--- config.mk ---
export PLATFORM = sky130hd
export DESIGN_NAME = packet_drop_jitter_impairer_unit
export DESIGN_NICKNAME = d
export VERILOG_FILES = /design/src/hdl/pdji_pkg.sv /design/src/hdl/pdji_remainder_unit.sv /design/src/hdl/packet_drop_jitter_impairer_unit.sv
export SDC_FILE = /design/constraint.sdc
export NUM_CORES = 1
export LEC_CHECK = 0
export BUFFER_PORTS_ARGS = -buffer_cell sky130_fd_sc_hd__buf_2
export CORE_UTILIZATION = 36
export DETAILED_ROUTE_END_ITERATION = 16
export GPL_TIMING_DRIVEN = 0
export RECOVER_POWER = 100
export SLEW_MARGIN = 40
export SYNTH_ARGS = -nofsm -noshare
export SYNTH_HDL_FRONTEND = slang
export SYNTH_HIERARCHICAL = 1
export SYNTH_SLANG_ARGS = --single-unit
--- constraint.sdc ---
create_clock -name clock -period 3.75 [get_ports clock]
set_input_delay 0.1875 -clock clock [delete_from_list [all_inputs] [get_ports clock]]
set_output_delay 0.1875 -clock clock [all_outputs]
set_load 0.02 [all_outputs]
--- src/hdl/pdji_pkg.sv ---
`timescale 1ns / 1ps
// ----------------------------------------------------------------------------
// Packet drop and jitter impairer package
// Shared types, constants and the xorshift step used by the impairer.
// ----------------------------------------------------------------------------
package pdji_pkg;

   localparam int unsigned TAG_W     = 16;
   localparam int unsigned PCT_W     = 7;
   localparam int unsigned DELAY_W   = 16;
   localparam int unsigned WORD_W    = 32;
   localparam int unsigned CSR_IDX_W = 2;

   localparam logic [WORD_W-1:0]  GOLDEN_SEED  = 32'h9E37_79B9;
   localparam logic [DELAY_W-1:0] DROP_MODULUS = 16'd100;
   localparam logic [DELAY_W-1:0] JITTER_LIMIT = 16'd60000;

   // Configuration register indexes.
   localparam logic [CSR_IDX_W-1:0] CSR_DROP_PERCENT = 2'd0;
   localparam logic [CSR_IDX_W-1:0] CSR_JITTER_MAX   = 2'd1;
   localparam logic [CSR_IDX_W-1:0] CSR_SEED_VALUE   = 2'd2;

   typedef enum logic [1:0] {
      ST_IDLE,
      ST_DROP,
      ST_JITTER,
      ST_HOLD
   } state_type;

   // Request to the shared remainder unit.
   typedef struct packed {
      logic               start;
      logic [WORD_W-1:0]  dividend;
      logic [DELAY_W-1:0] divisor;
   } div_req_type;

   // Status back from the shared remainder unit.
   typedef struct packed {
      logic               busy;
      logic               done;
      logic [DELAY_W-1:0] remainder;
   } div_rsp_type;

   function automatic logic [WORD_W-1:0] xorshift_step(input logic [WORD_W-1:0] x);
      logic [WORD_W-1:0] a;
      logic [WORD_W-1:0] b;
      a = x ^ (x << 13);
      b = a ^ (a >> 17);
      return b ^ (b << 5);
   endfunction

endpackage

--- src/hdl/pdji_remainder_unit.sv ---
`timescale 1ns / 1ps
// ----------------------------------------------------------------------------
// Impairer remainder unit
// Restoring remainder of a 32-bit dividend by a 16-bit divisor, one quotient
// bit per cycle.
// ----------------------------------------------------------------------------
module pdji_remainder_unit (
   input  logic                  clock,
   input  logic                  reset,
   input  pdji_pkg::div_req_type div_req,
   output pdji_pkg::div_rsp_type div_rsp
);
   import pdji_pkg::*;

   localparam int unsigned CNT_W = $clog2(WORD_W);

   logic               busy_ff, busy_in;
   logic               done_ff, done_in;
   logic [CNT_W-1:0]   cnt_ff, cnt_in;
   logic [WORD_W-1:0]  dividend_ff, dividend_in;
   logic [DELAY_W-1:0] divisor_ff, divisor_in;
   logic [DELAY_W-1:0] rem_ff, rem_in;
   logic [DELAY_W:0]   trial;
   logic [DELAY_W:0]   diff;

   // The partial remainder stays below the divisor, so one extra bit holds
   // the shifted trial value.
   assign trial = {rem_ff, dividend_ff[WORD_W-1]};
   assign diff  = trial - {1'b0, divisor_ff};

   always_comb begin
      busy_in     = busy_ff;
      done_in     = 1'b0;
      cnt_in      = cnt_ff;
      dividend_in = dividend_ff;
      divisor_in  = divisor_ff;
      rem_in      = rem_ff;
      if (div_req.start) begin
         busy_in     = 1'b1;
         cnt_in      = '0;
         dividend_in = div_req.dividend;
         divisor_in  = div_req.divisor;
         rem_in      = '0;
      end else if (busy_ff) begin
         dividend_in = {dividend_ff[WORD_W-2:0], 1'b0};
         rem_in      = diff[DELAY_W] ? trial[DELAY_W-1:0] : diff[DELAY_W-1:0];
         cnt_in      = cnt_ff + 1'b1;
         if (cnt_ff == CNT_W'(WORD_W - 1)) begin
            busy_in = 1'b0;
            done_in = 1'b1;
         end
      end
   end

   always_ff @(posedge clock) begin
      if (reset) begin
         busy_ff <= 1'b0;
         done_ff <= 1'b0;
         cnt_ff  <= '0;
      end else begin
         busy_ff <= busy_in;
         done_ff <= done_in;
         cnt_ff  <= cnt_in;
      end
      dividend_ff <= dividend_in;
      divisor_ff  <= divisor_in;
      rem_ff      <= rem_in;
   end

   assign div_rsp.busy      = busy_ff;
   assign div_rsp.done      = done_ff;
   assign div_rsp.remainder = rem_ff;

   a_done_not_busy: assert property (@(posedge clock) disable iff (reset)
      done_ff |-> !busy_ff)
      else $error("remainder unit reports done while still busy");

   a_last_step_done: assert property (@(posedge clock) disable iff (reset)
      (busy_ff && !div_req.start && cnt_ff == CNT_W'(WORD_W - 1)) |=> done_ff)
      else $error("remainder unit missed its done after the last step");

   a_rem_below_divisor: assert property (@(posedge clock) disable iff (reset)
      done_ff |-> (rem_ff < divisor_ff))
      else $error("remainder is not below the divisor");

endmodule

--- src/hdl/packet_drop_jitter_impairer_unit.sv ---
`timescale 1ns / 1ps
// ----------------------------------------------------------------------------
// Packet drop and jitter impairer
// Decides for each offered packet whether to drop it and how long to delay it.
// ----------------------------------------------------------------------------
// Each item on the req_ channel is one offered packet. The block draws from a
// 32-bit xorshift generator and returns one item on the rsp_ channel with the
// echoed tag, a drop flag and a delay in milliseconds. With dropping enabled,
// a draw modulo 100 below the drop percent drops the packet; a passed packet
// with jitter enabled takes a further draw, and the delay is that draw modulo
// the jitter maximum plus one, with the maximum capped at 60000. All
// remainders come from one shared bit-serial remainder unit, and the input
// is stalled from the accept until the result moves to the output register.
// A finished item sits in an output register, so the next packet can be
// taken while the previous result waits on rsp_stall. Configuration writes
// are always ready and belong in idle periods; writing the seed register
// reloads the generator with the seed XOR 0x9E3779B9, with zero made one.
// ----------------------------------------------------------------------------
module packet_drop_jitter_impairer_unit (
   input  logic                                clock,
   input  logic                                reset,
   // Offered packets.
   input  logic                                req_valid,
   output logic                                req_stall,
   input  logic [pdji_pkg::TAG_W-1:0]          req_packet_tag,
   // Decisions.
   output logic                                rsp_valid,
   input  logic                                rsp_stall,
   output logic [pdji_pkg::TAG_W-1:0]          rsp_result_tag,
   output logic                                rsp_drop_packet,
   output logic [pdji_pkg::DELAY_W-1:0]        rsp_jitter_delay,
   // Configuration writes.
   input  logic                                csr_valid,
   output logic                                csr_ready,
   input  logic [pdji_pkg::CSR_IDX_W-1:0]      csr_index,
   input  logic [pdji_pkg::WORD_W-1:0]         csr_data
);
   import pdji_pkg::*;

   state_type          state_ff, state_in;
   logic [WORD_W-1:0]  gen_ff, gen_in;
   logic [PCT_W-1:0]   drop_pct_ff, drop_pct_in;
   logic [DELAY_W-1:0] jitter_ff, jitter_in;
   logic [TAG_W-1:0]   tag_ff, tag_in;
   logic               res_drop_ff, res_drop_in;
   logic [DELAY_W-1:0] res_delay_ff, res_delay_in;
   logic               out_valid_ff, out_valid_in;
   logic [TAG_W-1:0]   out_tag_ff, out_tag_in;
   logic               out_drop_ff, out_drop_in;
   logic [DELAY_W-1:0] out_delay_ff, out_delay_in;

   div_req_type        div_req;
   div_rsp_type        div_rsp;

   logic               accept;
   logic               csr_write;
   logic               out_free;
   logic               out_load;
   logic               gen_step;
   logic               res_load;
   logic               drop_on;
   logic               jitter_on;
   logic               drop_hit;
   logic [WORD_W-1:0]  draw;
   logic [WORD_W-1:0]  seeded;
   logic [DELAY_W-1:0] jitter_sat;
   logic [DELAY_W-1:0] jitter_div;

   assign accept    = req_valid && !req_stall;
   assign csr_ready = 1'b1;
   assign csr_write = csr_valid && csr_ready;
   assign req_stall = (state_ff != ST_IDLE);

   assign drop_on    = (drop_pct_ff != '0);
   assign jitter_on  = (jitter_ff != '0);
   assign draw       = xorshift_step(gen_ff);
   assign seeded     = csr_data ^ GOLDEN_SEED;
   assign jitter_sat = (jitter_ff > JITTER_LIMIT) ? JITTER_LIMIT : jitter_ff;
   assign jitter_div = jitter_sat + 1'b1;
   // The remainder by 100 is below 100, so a percent above 100 always drops.
   assign drop_hit   = (div_rsp.remainder < {{(DELAY_W - PCT_W){1'b0}}, drop_pct_ff});
   assign out_free   = !out_valid_ff || !rsp_stall;

   pdji_remainder_unit u_remainder (
      .clock   (clock),
      .reset   (reset),
      .div_req (div_req),
      .div_rsp (div_rsp)
   );

   // Next state.
   always_comb begin
      state_in = state_ff;
      unique case (state_ff)
         ST_IDLE: begin
            if (accept) begin
               priority if (drop_on) state_in = ST_DROP;
               else if (jitter_on)   state_in = ST_JITTER;
               else                  state_in = ST_HOLD;
            end
         end
         ST_DROP: begin
            if (div_rsp.done) begin
               priority if (drop_hit) state_in = ST_HOLD;
               else if (jitter_on)    state_in = ST_JITTER;
               else                   state_in = ST_HOLD;
            end
         end
         ST_JITTER: begin
            if (div_rsp.done) state_in = ST_HOLD;
         end
         ST_HOLD: begin
            if (out_free) state_in = ST_IDLE;
         end
         default: state_in = ST_IDLE;
      endcase
   end

   // Sequencer outputs: draws, remainder requests and result loads.
   always_comb begin
      div_req      = '0;
      gen_step     = 1'b0;
      res_load     = 1'b0;
      res_drop_in  = 1'b0;
      res_delay_in = '0;
      out_load     = 1'b0;
      unique case (state_ff)
         ST_IDLE: begin
            if (accept) begin
               priority if (drop_on) begin
                  gen_step         = 1'b1;
                  div_req.start    = 1'b1;
                  div_req.dividend = draw;
                  div_req.divisor  = DROP_MODULUS;
               end else if (jitter_on) begin
                  gen_step         = 1'b1;
                  div_req.start    = 1'b1;
                  div_req.dividend = draw;
                  div_req.divisor  = jitter_div;
               end else begin
                  res_load = 1'b1;
               end
            end
         end
         ST_DROP: begin
            if (div_rsp.done) begin
               priority if (drop_hit) begin
                  res_load    = 1'b1;
                  res_drop_in = 1'b1;
               end else if (jitter_on) begin
                  gen_step         = 1'b1;
                  div_req.start    = 1'b1;
                  div_req.dividend = draw;
                  div_req.divisor  = jitter_div;
               end else begin
                  res_load = 1'b1;
               end
            end
         end
         ST_JITTER: begin
            if (div_rsp.done) begin
               res_load     = 1'b1;
               res_delay_in = div_rsp.remainder;
            end
         end
         ST_HOLD: begin
            out_load = out_free;
         end
         default: begin
            out_load = 1'b0;
         end
      endcase
   end

   // Register and generator updates.
   always_comb begin
      drop_pct_in = drop_pct_ff;
      jitter_in   = jitter_ff;
      gen_in      = gen_ff;
      if (gen_step) gen_in = draw;
      if (csr_write) begin
         unique case (csr_index)
            CSR_DROP_PERCENT: drop_pct_in = csr_data[PCT_W-1:0];
            CSR_JITTER_MAX:   jitter_in   = csr_data[DELAY_W-1:0];
            CSR_SEED_VALUE:   gen_in      = (seeded == '0) ? WORD_W'(1) : seeded;
            default: begin
            end
         endcase
      end
   end

   always_comb begin
      tag_in       = accept ? req_packet_tag : tag_ff;
      out_valid_in = out_load ? 1'b1 : (out_valid_ff && rsp_stall);
      out_tag_in   = out_load ? tag_ff : out_tag_ff;
      out_drop_in  = out_load ? res_drop_ff : out_drop_ff;
      out_delay_in = out_load ? res_delay_ff : out_delay_ff;
   end

   always_ff @(posedge clock) begin
      if (reset) begin
         state_ff     <= ST_IDLE;
         gen_ff       <= GOLDEN_SEED;
         drop_pct_ff  <= '0;
         jitter_ff    <= '0;
         out_valid_ff <= 1'b0;
      end else begin
         state_ff     <= state_in;
         gen_ff       <= gen_in;
         drop_pct_ff  <= drop_pct_in;
         jitter_ff    <= jitter_in;
         out_valid_ff <= out_valid_in;
      end
      tag_ff       <= tag_in;
      if (res_load) begin
         res_drop_ff  <= res_drop_in;
         res_delay_ff <= res_delay_in;
      end
      out_tag_ff   <= out_tag_in;
      out_drop_ff  <= out_drop_in;
      out_delay_ff <= out_delay_in;
   end

   assign rsp_valid        = out_valid_ff;
   assign rsp_result_tag   = out_tag_ff;
   assign rsp_drop_packet  = out_drop_ff;
   assign rsp_jitter_delay = out_delay_ff;

   a_start_from_known_state: assert property (@(posedge clock) disable iff (reset)
      div_req.start |-> (state_ff == ST_IDLE || state_ff == ST_DROP))
      else $error("remainder unit started outside a draw state");

   a_busy_after_accept: assert property (@(posedge clock) disable iff (reset)
      accept |=> req_stall)
      else $error("input not stalled while an item is in work");

   a_dropped_has_no_delay: assert property (@(posedge clock) disable iff (reset)
      (rsp_valid && rsp_drop_packet) |-> (rsp_jitter_delay == '0))
      else $error("dropped item reports a nonzero delay");

   a_delay_in_range: assert property (@(posedge clock) disable iff (reset)
      rsp_valid |-> (rsp_jitter_delay <= JITTER_LIMIT))
      else $error("delay exceeds the jitter limit");

endmodule
==> summary.txt, run 1 <==
Hold Startpoint = rsp_stall
Commonest non-fill, non-tap cell in the layout = edfxtp_1
Highest metal used = met4
R2R Setup Slk = 0.23 ns
P&R area growth vs syn = 18.4%
Vias = 7,801
Power Dens Cells = 832 nW/µm²
Placed instance count = 1,446
Status = completed
Clock period minus worst slack = 3.52 ns
Crit path to = u_remainder/dividend_ff[16]$_DFFE_PP_
Met2 WL = 12,800 µm
Peak Freq = 0.284 GHz
Total power = 10.1 mW
Clock latency on the worst-skew pair = 0.45 ns
Peak supply drop = 0.460 mV
Post-Syn Area = 10,300 µm²
Initial antenna violation count = 0
TritonCTS clock tree = built
Syn Nets = 1,062
YS warnings = 6
Core Footprint = 27,900 µm²
Largest net degree at the start of global routing = 23
Nets = 1,213
Root Driver = clkbuf_16
Post-DP HPWL = 19,200 µm
Leading cell types in the layout, fill and taps excluded = edfxtp_1, nor2_1, nand2_1
Syn Area/Cell = 10.5 µm²
Dpl ws = -1.11 ns
Grt ovf = 0
Leak = 4.36 nW
Initial DRC count = 507
Max-slew headroom = 17.0%
Antenna-violating nets left = 0
First-pass GRT wire length = 41,800 µm
Die height = 171 µm
Drt pass-1 iters = 5
Setup crit start kind = flip-flop
Antenna cells = 0
Crit-path max FO = 20
Initial Utilization = 36.7%
Num CTS Buffers = 17
RePlAce Congestion = 0.930
Number of global-route vias before repair = 7,587
Critical Path Start = u_remainder/rem_ff[15]$_SDFFE_PP0P_
DIE WIDTH = 171 µm
Clk buf depth = 2
H-tree lvl count = 4
Hold Slack = 0.00913 ns
Worst min-delay path class = in2reg
Site Rows = 61
RR Startpoint = u_remainder/rem_ff[15]$_SDFFE_PP0P_
Wire length on met1 = 11,400 µm
Vias/cell = 5.14
Final Hold Vio Count = 0
RSZ-0062 raised after global routing = false
Die area = 29,200 µm²
IO Pins = 91
Final wirelength = 26,400 µm
Max Cap Viol = 0
CP Capture Type = flip-flop
Setup slack after layout = 0.226 ns
Max-slew violation count = 0
Proportion of layout cells with a drive suffix above 1 = 14.6%
Wire length on met3 = 1420 µm
Setup Skew = 0.0203 ns
Critical Path AT = 3.71 ns
RR Endpoint = u_remainder/dividend_ff[16]$_DFFE_PP_
DR WL/cell = 17.4 µm
Worst Max-Slew Pin Slew = 1.23 ns
Fin crit share = 94.0%
Setup CP Type = reg2reg
GRT Util Overall = 18.9%
CP required = 3.94 ns
Worst reg-to-reg path cell count = 11
Port Buffers = 89
Clock slew at reported path FFs = 0.09 ns
Gate Count Post-Synth = 977
DRC = 0
Final setup viols = 0
Clk sinks = 195
Final Non-Filler Cells = 1,519
[sequential cells by signal, indices dropped and copies added (netlist names)]
| register | count |
|---|---|
| u_remainder/rem_ff | 16 |
| gen_ff | 32 |
| res_delay_ff | 16 |
| tag_ff | 16 |
| rsp_valid | 1 |
| rsp_jitter_delay | 16 |
| state_ff | 2 |
| drop_pct_ff | 7 |
| res_drop_ff | 1 |
| rsp_result_tag | 16 |
| u_remainder/cnt_ff | 5 |
| rsp_drop_packet | 1 |
| u_remainder/divisor_ff | 16 |
| jitter_ff | 16 |
| u_remainder/busy_ff | 1 |
| u_remainder/done_ff | 1 |
| u_remainder/dividend_ff | 32 |
[final cells by class]
type | count | area [µm²]
clock inverter | 15 | 199
clock buffer | 17 | 425
buffer | 58 | 337
fill | 2754 | 15800
tap | 378 | 473
multi-input combinational | 691 | 4760
timing repair buffer | 130 | 764
timing repair inverter | 3 | 15.0
inverter | 32 | 129
sequential | 195 | 5040
[worst max-delay path, stage by stage, from the launching register on]
cell and delay, ns:
dfxtp_1 0.43, or4_4 0.59, nor4_4 0.28, o311ai_2 0.25, a21oi_4 0.26, buf_6 0.18
buf_6 0.22, clkinvlp_4 0.18, buf_2 0.24, nor2_4 0.24, clkinvlp_2 0.17, clkbuf_2 0.22
[per-stage QoR]
step | setup TNS, ns | utilization [%] | cell area (µm²)
2_1_floorplan | 0 | - | 10300
3_3_place_gp | -82.34 | 40.0 | 11200
3_5_place_dp | -59.30 | 40.3 | 11300
4_1_cts | 0 | 44.0 | 12300
5_1_grt | 0 | 43.5 | 12200
6_report | 0 | 43.5 | 12200
[worst min-delay path by stage]
stage	to	slack [ns]	depth (start not counted)
after global routing	jitter_ff[2]$_SDFFE_PP0P_	0.02	3
after floorplan	u_remainder/busy_ff$_SDFF_PP0_	0.26	1
after global placement	tag_ff[14]$_DFFE_PP_	0.37	1
final	rsp_valid$_SDFF_PP0_	0.009	3
after CTS	gen_ff[4]$_SDFF_PP1_	0.01	2
after detailed placement	tag_ff[9]$_DFFE_PP_	0.37	1
[power breakdown]
| part | leakage, nW | switching (mW) | internal, mW |
|---|---|---|---|
| logic | 2.32 | 2.85 | 2.00 |
| clock network | 0.301 | 0.972 | 0.920 |
| registers | 1.74 | 0.388 | 2.97 |
[metal layers]
metal	vias up	track usage (%)
met2	238	31.9
met4	0	7.92
met3	47	4.07
met5	-	0
li1	3814	-
met1	3702	23.4
[what timing repair did]
item / in CTS / in global routing
setup buffers: 7 / 0
endpoints found under the hold margin: 32 / 0
gates resized for setup: 6 / 0
setup endpoints to repair: 86 / 0
hold buffers: 32 / 0
Note: power is estimated with default switching activity, not from simulation.
==> run 2: changes to the inputs <==
--- a/config.mk
+++ b/config.mk
@@ -10,7 +10,7 @@
 export DETAILED_ROUTE_END_ITERATION = 16
 export GPL_TIMING_DRIVEN = 0
 export RECOVER_POWER = 100
-export SLEW_MARGIN = 40
+export REMOVE_ABC_BUFFERS = 1
 export SYNTH_ARGS = -nofsm -noshare
 export SYNTH_HDL_FRONTEND = slang
 export SYNTH_HIERARCHICAL = 1
==> run 2 against run 1 <==
Against the previous run: largest cell class unchanged; worst hold slack better by 0.0035 ns; critical path type unchanged; count of clock-buffer cells in the layout stayed put; die area unchanged; worst setup slack got worse by 0.0080 ns; the run now ends with max-capacitance violations, max-slew violations left; critical path depth grew 1; wire length shrank 8.1%; non-clock buffer count down 56; via count fell by 3.9%.
==> summary.txt, run 2 (synthesis results as in run 1) <==
Status = finished with violations
Failing checks = max-capacitance violations, max-slew violations
RSZ-0062 raised after global routing = false
Nets = 1,157 (-4.6%)
Leading cell types in the layout, fill and taps excluded = edfxtp_1, nor2_1, nand2_1
Largest net degree at the start of global routing = 47 (+100%)
TritonCTS clock tree = built
Core Footprint = 27,900 µm² (unchanged)
Site Rows = 61 (unchanged)
Buffers & Inverters on Critical Path = 6 (unchanged)
RR Startpoint = u_remainder/rem_ff[6]$_SDFFE_PP0P_
Die height = 171 µm (unchanged)
Worst min-delay path class = in2reg
GRT Util Overall = 17.1% (-1.8 points)
Peak Freq = 0.283 GHz (-0.23%)
DRC = 0 (unchanged)
Fin crit share = 94.2% (+0.21 points)
P&R area growth vs syn = 15.5%
Post-DP HPWL = 16,800 µm (-12%)
Initial antenna violation count = 0 (unchanged)
First-pass GRT wire length = 38,500 µm (-8.0%)
Worst Max-Slew Pin Slew = 1.57 ns (+0.336 ns)
Max Cap Viol = 1 (+1)
Max-slew headroom = -4.66% (-22 points)
Clock period minus worst slack = 3.53 ns (+0.00797 ns)
Drt pass-1 iters = 5 (unchanged)
Final setup viols = 0 (unchanged)
R2R Setup Slk = 0.22 ns (about the same)
DIE WIDTH = 171 µm (unchanged)
Number of global-route vias before repair = 7,048 (-7.1%)
Fill cells = 2,758 (+0.15%)
Commonest non-fill, non-tap cell in the layout = edfxtp_1
Crit path max-delay family = buffers and inverters
Crit path to = u_remainder/dividend_ff[12]$_DFFE_PP_
H-tree lvl count = 4 (unchanged)
RR Endpoint = u_remainder/dividend_ff[12]$_DFFE_PP_
Vias = 7,493 (-3.9%)
Worst reg-to-reg path cell count = 12 (+1)
Setup TNS Final = 0 ns (unchanged)
Slowest cell on the critical path = or4_1
Clk sinks = 195 (unchanged)
Cell Chain, Critical Path = ha_1 -> or4_1 -> nor4_4 -> o311ai_4 -> a21oi_4 -> buf_12 -> inv_2 -> buf_12 -> nor2_4 -> buf_12 -> clkinvlp_2 -> buf_4
Fin util = 42.4% (-1.1 points)
Proportion of layout cells with a drive suffix above 1 = 13.9% (-0.72 points)
Die area = 29,200 µm² (unchanged)
Critical Path Start = u_remainder/rem_ff[6]$_SDFFE_PP0P_
Peak supply drop = 0.369 mV (-20%)
Setup CP Type = reg2reg
CP required = 3.93 ns (about the same)
Antenna-violating nets left = 0 (unchanged)
Cell count along the critical path = 12 (+1)
Grt ovf = 0 (unchanged)
Placed instance count = 1,390 (-3.9%)
Num CTS Buffers = 17 (unchanged)
Reg area = 5040 µm² (unchanged)
Antenna cells = 0 (unchanged)
Setup crit start kind = flip-flop
CP peak stage delay = 0.46 ns (-0.13 ns)
DR WL/cell = 16.6 µm (-4.6%)
CP Capture Type = flip-flop
CP dominant cell by count = buf_12
IO Pins = 91 (unchanged)
Leak = 4.26 nW (-2.3%)
Power Dens Cells = 819 nW/µm² (-1.5%)
Critical Path AT = 3.71 ns (about the same)
Area of the multi-input gates = 4780 µm² (+0.29%)
Clock latency on the worst-skew pair = 0.44 ns (about the same)
Largest registers = gen_ff (32), u_remainder/dividend_ff (32)
Clock slew at reported path FFs = 0.07 ns (-0.02 ns)
Clk buf depth = 2 (unchanged)
Dpl cell area = 11,000 µm² (-2.6%)
Initial DRC count = 553 (+9.1%)
Final Non-Filler Cells = 1,463 (-3.7%)
Final instance area = 11,900 µm² (-2.5%)
Crit-path max FO = 46 (+130%)
Port Buffers = 89 (unchanged)
Root Driver = clkbuf_16
Initial Utilization = 36.7% (unchanged)
Vias/cell = 5.12 (-0.27%)
RePlAce Congestion = 0.855 (-8.0%)
Final Hold Vio Count = 0 (unchanged)
Max-slew violation count = 32 (+32)
Setup Skew = 0.0101 ns (-0.0102 ns)
Final wirelength = 24,200 µm (-8.1%)
## run 2: changes by cell type in the layout (fill, tap and decap cells not counted), sizes merged
cell	previous run	this run
dlygate4sd3	32	31
a21oi	56	57
bufbuf	1	0
clkbuf	105	58
clkinv	8	3
clkdlybuf4s15	1	0
inv	36	41
clkinvlp	6	5
buf	66	60
## run 2: final cells by class
type / count / share of cell area [%]
repair inverters: 2 / 0.106
clock buffers: 17 / 3.59
repair buffers: 132 / 7.10
flip-flops and latches: 195 / 42.6
multi-input cells: 692 / 40.3
clock inverters: 15 / 1.29
well taps: 378 / 3.99
inverters: 32 / 1.06
## run 2: timing repair
item / in CTS / in global routing
setup endpoints to repair: 102 / 32
hold endpoints to repair: 31 / 0
buffers inserted: 4 / 2
hold buffers: 31 / 0
gates resized for setup: 6 / 2
gates cloned: 2 / 1
pin swaps: 1 / 1
## run 2: how the worst min path moves through the flow
stage	from	end	cells after the start
6_report	rsp_stall	rsp_valid$_SDFF_PP0_	3
5_1_grt	csr_data[19]	gen_ff[19]$_SDFF_PP0_	3
4_1_cts	csr_data[10]	jitter_ff[10]$_SDFFE_PP0P_	3
3_5_place_dp	req_packet_tag[1]	tag_ff[1]$_DFFE_PP_	1
3_3_place_gp	req_packet_tag[7]	tag_ff[7]$_DFFE_PP_	1
2_1_floorplan	reset	jitter_ff[0]$_SDFFE_PP0P_	1
## run 2: worst reg2reg max path, stage by stage (launching register included)
cell        delay (ns)
dfxtp_1           0.39
ha_1              0.24
or4_1             0.46
nor4_4            0.32
o311ai_4          0.26
a21oi_4           0.24
buf_12            0.21
inv_2             0.25
buf_12            0.27
nor2_4            0.18
buf_12            0.16
clkinvlp_2        0.08
buf_4             0.21
## run 2: layer usage
metal	global-route usage (%)	vias to the layer above	part of all wire, %
met5	0	-	0
met4	5.82	0	2.2
met3	3.45	27	5.3
met2	27.7	198	45
met1	22.8	3576	47
li1	-	3692	-
## run 2: report_power, final
part           internal [mW]  total (mW)  switching [mW]
Clock                  0.894        1.81           0.916
Sequential              2.97        3.42           0.450
Combinational           1.88        4.48            2.59
Total                   5.75        9.71            3.96
## run 2: through the flow
stage                     power [mW]  hold WS (ns)  setup slack [ns]
after CTS                       9.72       0.00199            0.0454
after floorplan                 6.69         0.257            -0.835
after global routing            10.4        0.0147            0.0346
after global placement          7.72         0.364             -3.24
after detailed placement        7.80         0.367             -1.58
final                           9.71        0.0126             0.218
==> run 3: changes to the inputs <==
--- a/config.mk
+++ b/config.mk
@@ -13,5 +13,4 @@
 export REMOVE_ABC_BUFFERS = 1
 export SYNTH_ARGS = -nofsm -noshare
 export SYNTH_HDL_FRONTEND = slang
-export SYNTH_HIERARCHICAL = 1
 export SYNTH_SLANG_ARGS = --single-unit
==> run 3 against run 2 <==
Against the previous run: the run still ends with max-capacitance violations, max-slew violations left; maximum frequency increased by 2.6%; register-to-register slack gained 0.09 ns; synthesized cell count rose by 0.31%; flip-flop and latch count is the same; total power fell by 9.6%; via count decreased by 2.5%.
==> summary.txt, run 3 <==
Status = finished with violations
Failing checks = max-capacitance violations, max-slew violations
Grt ovf = 0 (unchanged)
Power Dens Cells = 780 nW/µm² (-4.8%)
Vias/cell = 5.17 (+0.98%)
Reg area = 5050 µm² (about the same)
CP Capture Type = flip-flop
Clock network fraction of design power = 20.8% (+2.2 points)
Setup CP Type = reg2reg
Grt met3 use = 2.86% (-0.59 points)
Gate Count Post-Synth = 980 (+0.31%)
Fin crit share = 91.8% (-2.4 points)
Clock latency on the worst-skew pair = 0.46 ns (+0.02 ns)
IO Pins = 91 (unchanged)
Commonest non-fill, non-tap cell in the layout = nand2_1
YS warnings = 0 (-6)
Leak = 4.13 nW (-3.0%)
Die area = 28,100 µm² (-3.7%)
Most frequent cells after synthesis = nand2_1, edfxtp_1, dfxtp_1
Worst min-delay path class = in2reg
Port Buffers = 89 (unchanged)
Site Rows = 60 (-1.6%)
Met1 Use GR = 23.6% (+0.78 points)
Peak supply drop = 0.406 mV (+10%)
DRC = 0 (unchanged)
Antenna-violating nets left = 0 (unchanged)
Dominant cells by area after synthesis = edfxtp_1, dfxtp_1, xnor2_1
Root Driver = clkbuf_16
Post-synth EDFFs = 114
P&R area growth vs syn = 14.0%
RePlAce Congestion = 0.804 (-6.1%)
Antenna cells = 0 (unchanged)
Vias = 7,303 (-2.5%)
DR WL/cell = 16.3 µm (-1.5%)
Library cells used by synthesis = 67
Ys flop type = edfxtp_1
Share of the synthesized area in the top cell type = 34.7%
Final wirelength = 23,100 µm (-4.9%)
Num CTS Buffers = 17 (unchanged)
Final Hold Vio Count = 0 (unchanged)
Post-DP HPWL = 15,700 µm (-7.0%)
Largest net degree at the start of global routing = 68 (+45%)
Critical Path AT = 3.62 ns (-0.09 ns)
Proportion of layout cells with a drive suffix above 1 = 9.43% (-4.5 points)
Worst Max-Slew Pin Slew = 2.96 ns (+1.39 ns)
P_int = 5.24 mW (-8.8%)
Leading cell types in the layout, fill and taps excluded = nand2_1, edfxtp_1, dfxtp_1
Hold Slack = 0.00953 ns (-0.00310 ns)
Initial Utilization = 36.6% (-0.090 points)
Setup Skew = 0.0245 ns (+0.0144 ns)
Area leader, netlist = edfxtp_1
DIE WIDTH = 168 µm (-1.9%)
Final setup viols = 0 (unchanged)
Clk buf depth = 2 (unchanged)
Initial antenna violation count = 0 (unchanged)
Sw Ratio = 40.3% (-0.50 points)
Drt pass-1 iters = 6 (+1)
Crit-path max FO = 24 (-48%)
H-tree lvl count = 4 (unchanged)
Initial DRC count = 451 (-18%)
Number of global-route vias before repair = 6,912 (-1.9%)
Dpl cell area = 10,500 µm² (-3.8%)
Max Cap Viol = 1 (unchanged)
Setup crit start kind = flip-flop
Largest registers = gen_ff (32), u_remainder.dividend_ff (32)
Max-slew violation count = 68 (+110%)
Clk sinks = 195 (unchanged)
Grt peak-use layer = met2
Clock period minus worst slack = 3.44 ns (-0.0908 ns)
Sw power = 3.54 mW (-11%)
Fill cells = 2,637 (-4.4%)
Async S/R FF share, synth = 0%
Top-count cell post-synth = nand2_1
Post-Syn Area = 9880 µm² (-3.8%)
Post-synthesis sequential area ratio = 51.1%
Part of the power in registers = 37.9% (+2.6 points)
Max-slew headroom = -97.5% (-93 points)
First-pass GRT wire length = 37,100 µm (-3.4%)
Die height = 168 µm (-1.9%)
Core Footprint = 27,000 µm² (-3.5%)
Syn Area/Cell = 10.1 µm² (-4.1%)
TritonCTS clock tree = built
Clock slew at reported path FFs = 0.09 ns (+0.02 ns)
Area of the multi-input gates = 4460 µm² (-6.6%)
Peak Freq = 0.291 GHz (+2.6%)
Nets = 1,143 (-1.2%)
RSZ-0062 raised after global routing = false
Final instance area = 11,300 µm² (-5.0%)
CP required = 3.93 ns (about the same)
Logic pwr share = 41.3% (-4.8 points)
GRT Util Overall = 16.8% (-0.32 points)
Met2 Usage GRT = 26.4% (-1.3 points)
Yosys reg bits = 195
[run 3: area by class of cell]
class / count / area share [%]
inverter: 34 / 1.16
multi-input combinational: 700 / 39.7
clock buffer: 18 / 3.81
tap: 341 / 3.79
sequential: 195 / 44.8
clock inverter: 14 / 1.41
timing repair buffer: 110 / 5.34
[run 3: through the flow]
step / power, mW / setup TNS [ns] / instances / util, % / worst slack, ns
4_1_cts: 8.83 / 0 / 1409 / 42.0 / 0.0528
5_1_grt: 9.39 / 0 / 1412 / 41.8 / 0.0415
3_5_place_dp: 6.95 / -62.51 / 1358 / 39.1 / -1.04
2_1_floorplan: 6.00 / -75.02 / 927 / - / -1.09
6_report: 8.78 / 0 / 1412 / 41.8 / 0.309
3_3_place_gp: 6.89 / -352.40 / 1357 / 38.9 / -3.43
[run 3: cells by family after synthesis]
kind of cell / after synthesis / synth area share (%)
fa+ha+maj: 30 / 3.88
buf+inv: 87 / 3.84
xor+xnor: 118 / 10.5
other cells: 1 / 0.0380
mux: 4 / 0.405
flops: 195 / 51.1
compound gates: 189 / 12.2
simple gates: 356 / 18.0
[run 3: worst paths after layout]
| check | cells past startpoint | endpoint | slack (ns) | startpoint |
|---|---|---|---|---|
| min reg2reg | 0 | rsp_result_tag[14]$_DFFE_PP_ | 0.41 | tag_ff[14]$_DFFE_PP_ |
| max | 8 | gen_ff[6]$_SDFF_PP0_ | 0.31 | jitter_ff[2]$_SDFFE_PP0P_ |
| max reg2reg | 8 | gen_ff[6]$_SDFF_PP0_ | 0.31 | jitter_ff[2]$_SDFFE_PP0P_ |
| min | 4 | gen_ff[21]$_SDFF_PP1_ | 0.01 | csr_data[21] |
[run 3: layer usage]
metal	vias up	routed length [µm]
met2	204	10500
li1	3647	-
met3	21	1140
met1	3431	11200
met5	-	0
met4	0	260
[run 3: repair_timing]
action | 4_1_cts | 5_1_grt
endpoints found under the hold margin | 17 | 0
gates cloned | 1 | 1
hold buffers | 17 | 0
pin swaps | 2 | 2
buffers inserted | 1 | 1
endpoints found under the setup margin | 116 | 64
gates resized for setup | 3 | 1
[run 3: critical path: stages (launching register included)]
cell and delay, ns:
dfxtp_1 0.35, or4_1 0.54, nor3_2 0.16, nand4_1 0.30, o21ai_1 0.35, buf_4 0.27, and2_1 0.87, or3_1 0.23
a311oi_1 0.10
[run 3: power by group through the flow]
| stage | Combinational (mW) | Clock [mW] | Sequential [mW] |
|---|---|---|---|
| 2_1_floorplan | 2.72 | 0 | 3.29 |
| 3_3_place_gp | 3.53 | 0 | 3.36 |
| 3_5_place_dp | 3.58 | 0 | 3.37 |
| 5_1_grt | 4.05 | 1.95 | 3.40 |
| 6_report | 3.62 | 1.83 | 3.33 |
| 4_1_cts | 3.64 | 1.86 | 3.32 |
